[config.mk]
export PLATFORM = sky130hd
export DESIGN_NAME = hfe_queue
export DESIGN_NICKNAME = d
export VERILOG_FILES = /design/src/hfe_pkg.sv /design/src/hfe_queue.sv
export SDC_FILE = /design/constraint.sdc
export NUM_CORES = 1
export LEC_CHECK = 0
export BUFFER_PORTS_ARGS = -buffer_cell sky130_fd_sc_hd__buf_2
export CAP_MARGIN = 25
export CORE_AREA = 3 3 99 101
export DETAILED_ROUTE_END_ITERATION = 10
export DIE_AREA = 0 0 102 104
export PLACE_DENSITY_LB_ADDON = 0.2
export SLEW_MARGIN = 25
export SYNTH_ARGS = -nofsm -noshare
export SYNTH_HDL_FRONTEND = slang
export SYNTH_SLANG_ARGS = --single-unit
[constraint.sdc]
create_clock -name clock -period 3.82 [get_ports clock]
set_input_delay 0.191 -clock clock [delete_from_list [all_inputs] [get_ports clock]]
set_output_delay 0.191 -clock clock [all_outputs]
set_load 0.01 [all_outputs]
[src/hfe_pkg.sv]
`timescale 1ns / 1ps
`default_nettype none
package hfe_pkg;

   typedef struct packed {
      logic signed [23:0] x_point;
      logic               last_point;
   } req_type;

   typedef struct packed {
      logic [5:0]         order_index;
      logic signed [31:0] func_value;
      logic signed [31:0] func_slope;
      logic               last_order;
      logic               final_point;
   } rsp_type;

   typedef struct packed {
      logic signed [23:0] x_point;
      logic signed [31:0] psi0;
      logic               final_point;
   } job_type;

   typedef logic [63:0][31:0] coef_rom_type;

   localparam logic [1:0] COEF_C1 = 2'd0;
   localparam logic [1:0] COEF_C2 = 2'd1;
   localparam logic [1:0] COEF_C3 = 2'd2;

   localparam logic [47:0] FLUSH_LIMIT  = 48'd22 << 37;
   localparam logic [31:0] PI_QUARTER   = 32'd806514912;
   localparam logic [4:0]  LAST_TERM    = 5'd24;
   localparam logic [2:0]  SQUARINGS    = 3'd5;

   function automatic logic [31:0] root_floor(input logic [63:0] num, input logic [63:0] den);
      logic [31:0]  r;
      logic [31:0]  t;
      logic [127:0] sq;
      r = '0;
      for (int b = 31; b >= 0; b--) begin
         t  = r | (32'd1 << b);
         sq = 128'(t) * 128'(t) * 128'(den);
         if (sq <= 128'(num)) begin
            r = t;
         end
      end
      return r;
   endfunction

   function automatic coef_rom_type build_coef(input logic [1:0] sel);
      coef_rom_type rom;
      for (int j = 0; j < 64; j++) begin
         if (sel == COEF_C1) begin
            rom[j] = root_floor(64'(j) << 55, 64'd1);
         end else if (sel == COEF_C2) begin
            rom[j] = root_floor(64'd1 << 57, 64'(j + 1));
         end else begin
            rom[j] = root_floor(64'(j) << 53, 64'd1);
         end
      end
      return rom;
   endfunction

   localparam coef_rom_type C1_ROM = build_coef(COEF_C1);
   localparam coef_rom_type C2_ROM = build_coef(COEF_C2);
   localparam coef_rom_type C3_ROM = build_coef(COEF_C3);

   function automatic logic [32:0] recip_of(input logic [4:0] k);
      logic [32:0] r;
      unique case (k)
         5'd1:    r = 33'd4294967296;
         5'd2:    r = 33'd2147483648;
         5'd3:    r = 33'd1431655765;
         5'd4:    r = 33'd1073741824;
         5'd5:    r = 33'd858993459;
         5'd6:    r = 33'd715827882;
         5'd7:    r = 33'd613566756;
         5'd8:    r = 33'd536870912;
         5'd9:    r = 33'd477218588;
         5'd10:   r = 33'd429496729;
         5'd11:   r = 33'd390451572;
         5'd12:   r = 33'd357913941;
         5'd13:   r = 33'd330382099;
         5'd14:   r = 33'd306783378;
         5'd15:   r = 33'd286331153;
         5'd16:   r = 33'd268435456;
         5'd17:   r = 33'd252645135;
         5'd18:   r = 33'd238609294;
         5'd19:   r = 33'd226050910;
         5'd20:   r = 33'd214748364;
         5'd21:   r = 33'd204522252;
         5'd22:   r = 33'd195225786;
         5'd23:   r = 33'd186737708;
         5'd24:   r = 33'd178956970;
         default: r = 33'd0;
      endcase
      return r;
   endfunction

endpackage
`default_nettype wire

[src/hfe_queue.sv]
`timescale 1ns / 1ps
`default_nettype none
module hfe_queue (
   input  wire logic             clock,
   input  wire logic             reset,
   input  wire logic             push,
   input  wire hfe_pkg::job_type wr_data,
   output logic                  full,
   input  wire logic             pop,
   output hfe_pkg::job_type      rd_data,
   output logic                  empty
);

   hfe_pkg::job_type mem_ff [2];
   logic             wr_ptr_ff;
   logic             rd_ptr_ff;
   logic [1:0]       count_ff;

   always_ff @(posedge clock) begin
      if (reset) begin
         wr_ptr_ff <= 1'b0;
         rd_ptr_ff <= 1'b0;
         count_ff  <= '0;
      end else begin
         if (push) begin
            wr_ptr_ff <= ~wr_ptr_ff;
         end
         if (pop) begin
            rd_ptr_ff <= ~rd_ptr_ff;
         end
         count_ff <= count_ff + 2'(push) - 2'(pop);
      end
      if (push) begin
         mem_ff[wr_ptr_ff] <= wr_data;
      end
   end

   assign rd_data = mem_ff[rd_ptr_ff];
   assign full    = (count_ff == 2'd2);
   assign empty   = (count_ff == 2'd0);

endmodule
`default_nettype wire

==> results.toml, run 1 <==
[clocking]
clk_latency_ns = 0.50
cts_max_path_buffers = 2
clkTransAtPathRegs_ns = 0.06
post_cts_resized = 0
cts_htree_levels = 4
cts_root_buf = "clkbuf_8"
cts_tree = "built"
cts_sinks = 119
numCtsBuffers = 17

[synthesis]
yosysSeqAreaShare_pct = 79.2
postSynthCellCount = 198
yosysWarnings = 0
yosysTopAreaCell = "edfxtp_1"
ys_ff_latch = 119
syn_nets = 261
yosysTopAreaCellShare_pct = 76.9
avgSynthCellArea_um2 = 22.5
syn-cell-area_um2 = 4450
synthTopCellsByArea = "edfxtp_1, mux2_4, mux2_2, dfxtp_1, buf_6"
ys_types = 13

[floorplan]
core_um2 = 9110
io_pins = 120
die_w_um = 102
std_cell_rows = 35
die_h_um = 104
fp.dieArea_um2 = 10600
initial_core_util_pct = 48.8

[timing]
drv_slew = 0
max_freq_mhz = 443
clock-skew-final_ns = 0.00621
final.period_utilization_pct = 59.2
fin_setup_tns_ns = 0
tightest_slew_ns = 0.934
fin_ws_ns = 1.56
rsz0062_at_grt = "false"
finalHoldViolCount = 0
fin_crit_ns = 2.26
relSlewSlack_pct = 37.7
fin_hold_ws_ns = 0.108
finalSetupViolations = 0

[layout]
drive_gt1_share_pct = 52.3
design_area_um2 = 6330
antenna_cells = 0
fill_cells = 617
fin_cells = 516
nets = 455
syn2layout_area_growth_pct = 42.2
fin_util_pct = 69.5

[detailed_routing]
wl_met3_um = 497
vias_per_cell = 4.71
avgRoutedWirePerCell_um = 15.7
m1WireLength_mm = 3.29
antenna_left = 0
first_pass_iters = 4
routed_wl_mm = 8.09
met2_wirelength_mm = 4.16
drcViolationCount = 0
drt_iter0_drc = 115
dr.max_layer_used = "met4"
via_count = 2430

[power_and_ir_drop]
power.internal_mw = 2.67
pwr-share-comb_pct = 10.9
p_clk_share_pct = 43.1
power_switching_share_pct = 22.0
switchingPower_uw = 754
power.density_nw_per_um2 = 541
leakage_nw = 2.50
pwr-share-seq_pct = 46.0
total_power_mw = 3.42
irDropWorstVdd_uv = 316

[place]
io_buffers = 119
gp_congestion = 0.677
dp.cells = 424
postPlaceCellArea_um2 = 5160
place_hpwl_mm = 4.85
dp_slack_ns = 1.85

[job]
maxCapViolCount = 0

[grt]
grt_pass1_wl_mm = 12.8
grt_pass1_vias = 2612
grt_max_degree = 58
antenna_found_initial = 0
overflow = 0
grt_usage_pct = 16.2

[setup_path]
crit_family = "flip-flops"
worst-path-buf-inv = 1
slowest_delay_ns = 0.97
worstPathArrival_ns = 2.07
cp_max_fo = 57
cp-end-kind = "primary output"
critPathKind = "flip-flop to primary output"
critical_path.cell_chain = "mux2_2 > buf_2"
critPathSlowestCell = "dfxtp_4"
cp_data_required_time_ns = 3.63
start_kind = "flip-flop"

[outcome]
outcome = "completed"

[min_path]
hp-class = "input pin to flip-flop"
-- sequential cells by signal, indices dropped and copies added (netlist names), named ones only --
name / cells
mem_ff: 114
count_ff: 2
rd_ptr_ff: 1
wr_ptr_ff: 1
-- path summary, 6_finish.rpt --
check / start / endpoint / slack, ns / depth (start not counted)
setup / recovery: flip-flop / rd_data[23] / 1.56 / 2
hold / removal: push / count_ff[0]$_SDFF_PP0_ / 0.11 / 3
setup reg to reg: wr_ptr_ff$_SDFFE_PP0P_ / mem_ff[0][27]$_DFFE_PP_ / 1.92 / 2
hold reg to reg: rd_ptr_ff$_SDFFE_PP0P_ / rd_ptr_ff$_SDFFE_PP0P_ / 0.52 / 2
-- metal layers --
layer / track usage [%] / vias up
met4: 7.31 / 0
li1: - / 1168
met2: 26.1 / 86
met1: 19.1 / 1163
met5: 0 / -
met3: 5.90 / 13
-- logic make-up (layout without fill, tap and decap cells) --
kind of cell,after synthesis,count (layout),share of synthesized area (%)
flops,119,119,79.2
mux,57,57,17.0
simple gates,9,9,0.984
buf+inv,8,215,1.41
xor+xnor,3,3,0.900
fa+ha+maj,2,2,0.562
-- cell usage in the layout (no fill, tap or decap) --
cell type / count
nor2b_1: 2
inv_1: 2
bufinv_16: 2
clkinv_4: 1
clkbuf_16: 16
xnor3_1: 1
mux2_4: 30
mux2_2: 27
xnor2_1: 2
nor2_1: 5
edfxtp_1: 114
clkinv_2: 2
and2_4: 1
inv_6: 3
buf_4: 2
clkinvlp_4: 6
clkbuf_8: 1
dfxtp_1: 4
nor2b_4: 1
ha_1: 2
dlygate4sd3_1: 60
dfxtp_4: 1
clkinv_1: 1
buf_2: 119
-- layout make-up --
type,instances,area (um2),area share [%]
Clock buffer,17,414,6.55
Timing Repair Buffer,181,1210,19.1
Sequential cell,119,3530,55.8
Multi-Input combinational cell,71,873,13.8
Inverter,2,7.51,0.119
Tap cell,111,139,2.20
Clock inverter,15,154,2.43
-- power groups by stage --
| stage | combinational (mW) | clock (mW) | sequential [mW] |
|---|---|---|---|
| 4_1_cts | 0.378 | 1.51 | 1.58 |
| 3_5_place_dp | 0.327 | 0 | 1.60 |
| 2_1_floorplan | 0.222 | 0 | 1.57 |
| 3_3_place_gp | 0.325 | 0 | 1.60 |
| 5_1_grt | 0.407 | 1.57 | 1.58 |
| 6_report | 0.373 | 1.48 | 1.57 |
-- what timing repair did --
| action | 4_1_cts | 5_1_grt |
|---|---|---|
| buffers inserted | 0 | 0 |
| endpoints found under the hold margin | 119 | 0 |
| hold buffers | 60 | 0 |
-- worst min-delay path, delay by kind of cell --
family                     cells  cell delay (ns)
buffers and inverters          1             0.13
and+or+nand+nor                1             0.12
adders and majority gates      1             0.13
-- synthesized netlist by cell type --
cell	number
buf_2	2
nor2b_1	3
edfxtp_1	114
mux2_2	27
inv_1	2
and2_1	1
mux2_4	30
buf_6	4
nor2_1	5
dfxtp_1	5
xnor2_1	2
ha_1	2
xnor3_1	1
(Power assumes the default switching activity.)
==> run 2: changes to the inputs <==
Clock period 3.82 ns to 2.25 ns, I/O delays scaled along.
==> run 2 against run 1 <==
  * Sequential cell count stayed put
  * Combinational power rose by 82%
  * Highest routed layer unchanged
  * Cell count increased by 0.97%
  * Sequential power increased by 68%
  * Critical endpoint is now rd_data[20]
  * Worst hold slack better by 0.23 ns
  * Non-clock buffer count up 5
  * Sequential share of layout area shrank 0.77 points
  * Register-to-register slack worse by 1.0 ns
==> results.toml, run 2 (synthesis gave the netlist of run 1 again) <==
[job]
maxCapViolCount = 0

[timing]
fin_crit_ns = 1.94
fin_setup_tns_ns = 0
rsz0062_at_grt = "false"
max_freq_mhz = 515
finalHoldViolCount = 0
fin_hold_ws_ns = 0.341
fin_ws_ns = 0.308
clock-skew-final_ns = 0.00606
final.period_utilization_pct = 86.3
relSlewSlack_pct = 70.0
finalSetupViolations = 0
drv_slew = 0
tightest_slew_ns = 0.450

[power_and_ir_drop]
power.density_nw_per_um2 = 940
leakage_nw = 2.56
irDropWorstVdd_uv = 712

[floorplan]
die_w_um = 102
initial_core_util_pct = 48.8
std_cell_rows = 35
core_um2 = 9110
die_h_um = 104
fp.dieArea_um2 = 10600
io_pins = 120

[grt]
antenna_found_initial = 0
grt_pass1_wl_mm = 13.4
grt_pass1_vias = 2739
grt_max_degree = 35
overflow = 0
grt_usage_pct = 16.7

[place]
place_hpwl_mm = 5.01
dp_slack_ns = 0.805
io_buffers = 119
dp.cells = 428
gp_congestion = 0.690

[layout]
layout_common_cells = "buf_2, edfxtp_1, dlygate4sd3_1"
reg.largest.list = "mem_ff: 114 flops, count_ff: 2 flops"
antenna_cells = 0
largest_reg_flops = 114
fill_cells = 584
final_common_cell = "buf_2"
drive_gt1_share_pct = 52.0
fin_util_pct = 70.4
top_register = "mem_ff"
nets = 460
syn2layout_area_growth_pct = 44.2
fin_cells = 521

[min_path]
hold_depth = 2
worstHoldStart = "wr_data[45]"
hp-class = "input pin to flip-flop"
holdPathEnd = "mem_ff[1][45]$_DFFE_PP_"

[clocking]
cts_root_buf = "clkbuf_8"
clkTransAtPathRegs_ns = 0.05
cts_htree_levels = 4
numCtsBuffers = 17
clk_latency_ns = 0.49
cts_tree = "built"
post-cts-setup-buffers = 0
cts_sinks = 119
cts_max_path_buffers = 2

[setup_path]
r2r-start = "wr_ptr_ff$_SDFFE_PP0P_"
worstPathArrival_ns = 1.83
cp_data_required_time_ns = 2.14
start_kind = "flip-flop"
rrSetupSlack_ns = 0.92
cp-end-kind = "primary output"
critPathSlowestCell = "dfxtp_4"
crit_family = "flip-flops"
cp_max_fo = 17
slowest_delay_ns = 0.52
reg2reg_depth = 2
worst-path-buf-inv = 2
critical_path.cell_chain = "buf_4 > mux2_2 > buf_2"
r2r_end = "mem_ff[1][1]$_DFFE_PP_"
critPathKind = "flip-flop to primary output"

[detailed_routing]
vias_per_cell = 4.80
via_count = 2500
routed_wl_mm = 8.31
first_pass_iters = 4
antenna_left = 0
drt_iter0_drc = 103
drcViolationCount = 0
avgRoutedWirePerCell_um = 16.0

[outcome]
outcome = "completed"
## run 2: cell type report
class	instances	area [um2]	area share, %
sequential	119	3530	55.0
tap	111	139	2.17
clock buffer	23	457	7.12
inverter	2	7.51	0.117
clock inverter	9	149	2.32
multi-input combinational	71	872	13.6
timing repair buffer	186	1260	19.7
## run 2: layer usage
layer	track usage [%]	wire, um	vias up
li1	-	-	1179
met1	19.6	3430	1232
met2	28.4	4430	78
met3	5.70	341	11
met4	5.81	106	0
met5	0	0	-
## run 2: what timing repair did
action	CTS	global route
endpoints found under the setup margin	0	0
hold endpoints to repair	119	0
resized for setup	0	0
hold buffers	61	0
## run 2: metrics by stage
| step | power, mW | area (um2) |
|---|---|---|
| after floorplan | 3.04 | 4450 |
| after global placement | 3.27 | 5200 |
| after detailed placement | 3.28 | 5200 |
| after CTS | 6.09 | 6410 |
| after global routing | 6.27 | 6410 |
| final | 6.03 | 6410 |
## run 2: how the worst max path moves through the flow
stage                           startpoint                      to  slack (ns)  cells after the start
finish                           flip-flop             rd_data[20]        0.31                      3
global placement                 flip-flop              rd_data[8]        0.81                      3
floorplan           wr_ptr_ff$_SDFFE_PP0P_  mem_ff[0][0]$_DFFE_PP_       0.006                      1
detailed placement               flip-flop              rd_data[8]        0.81                      3
global route                     flip-flop             rd_data[23]        0.20                      3
CTS                              flip-flop              rd_data[8]        0.26                      3
## run 2: report_power, final
group	leakage, nW	internal (mW)	switching [mW]
sequential	1.11	2.59	0.0523
combinational	1.15	0.379	0.300
clock	0.300	1.85	0.861
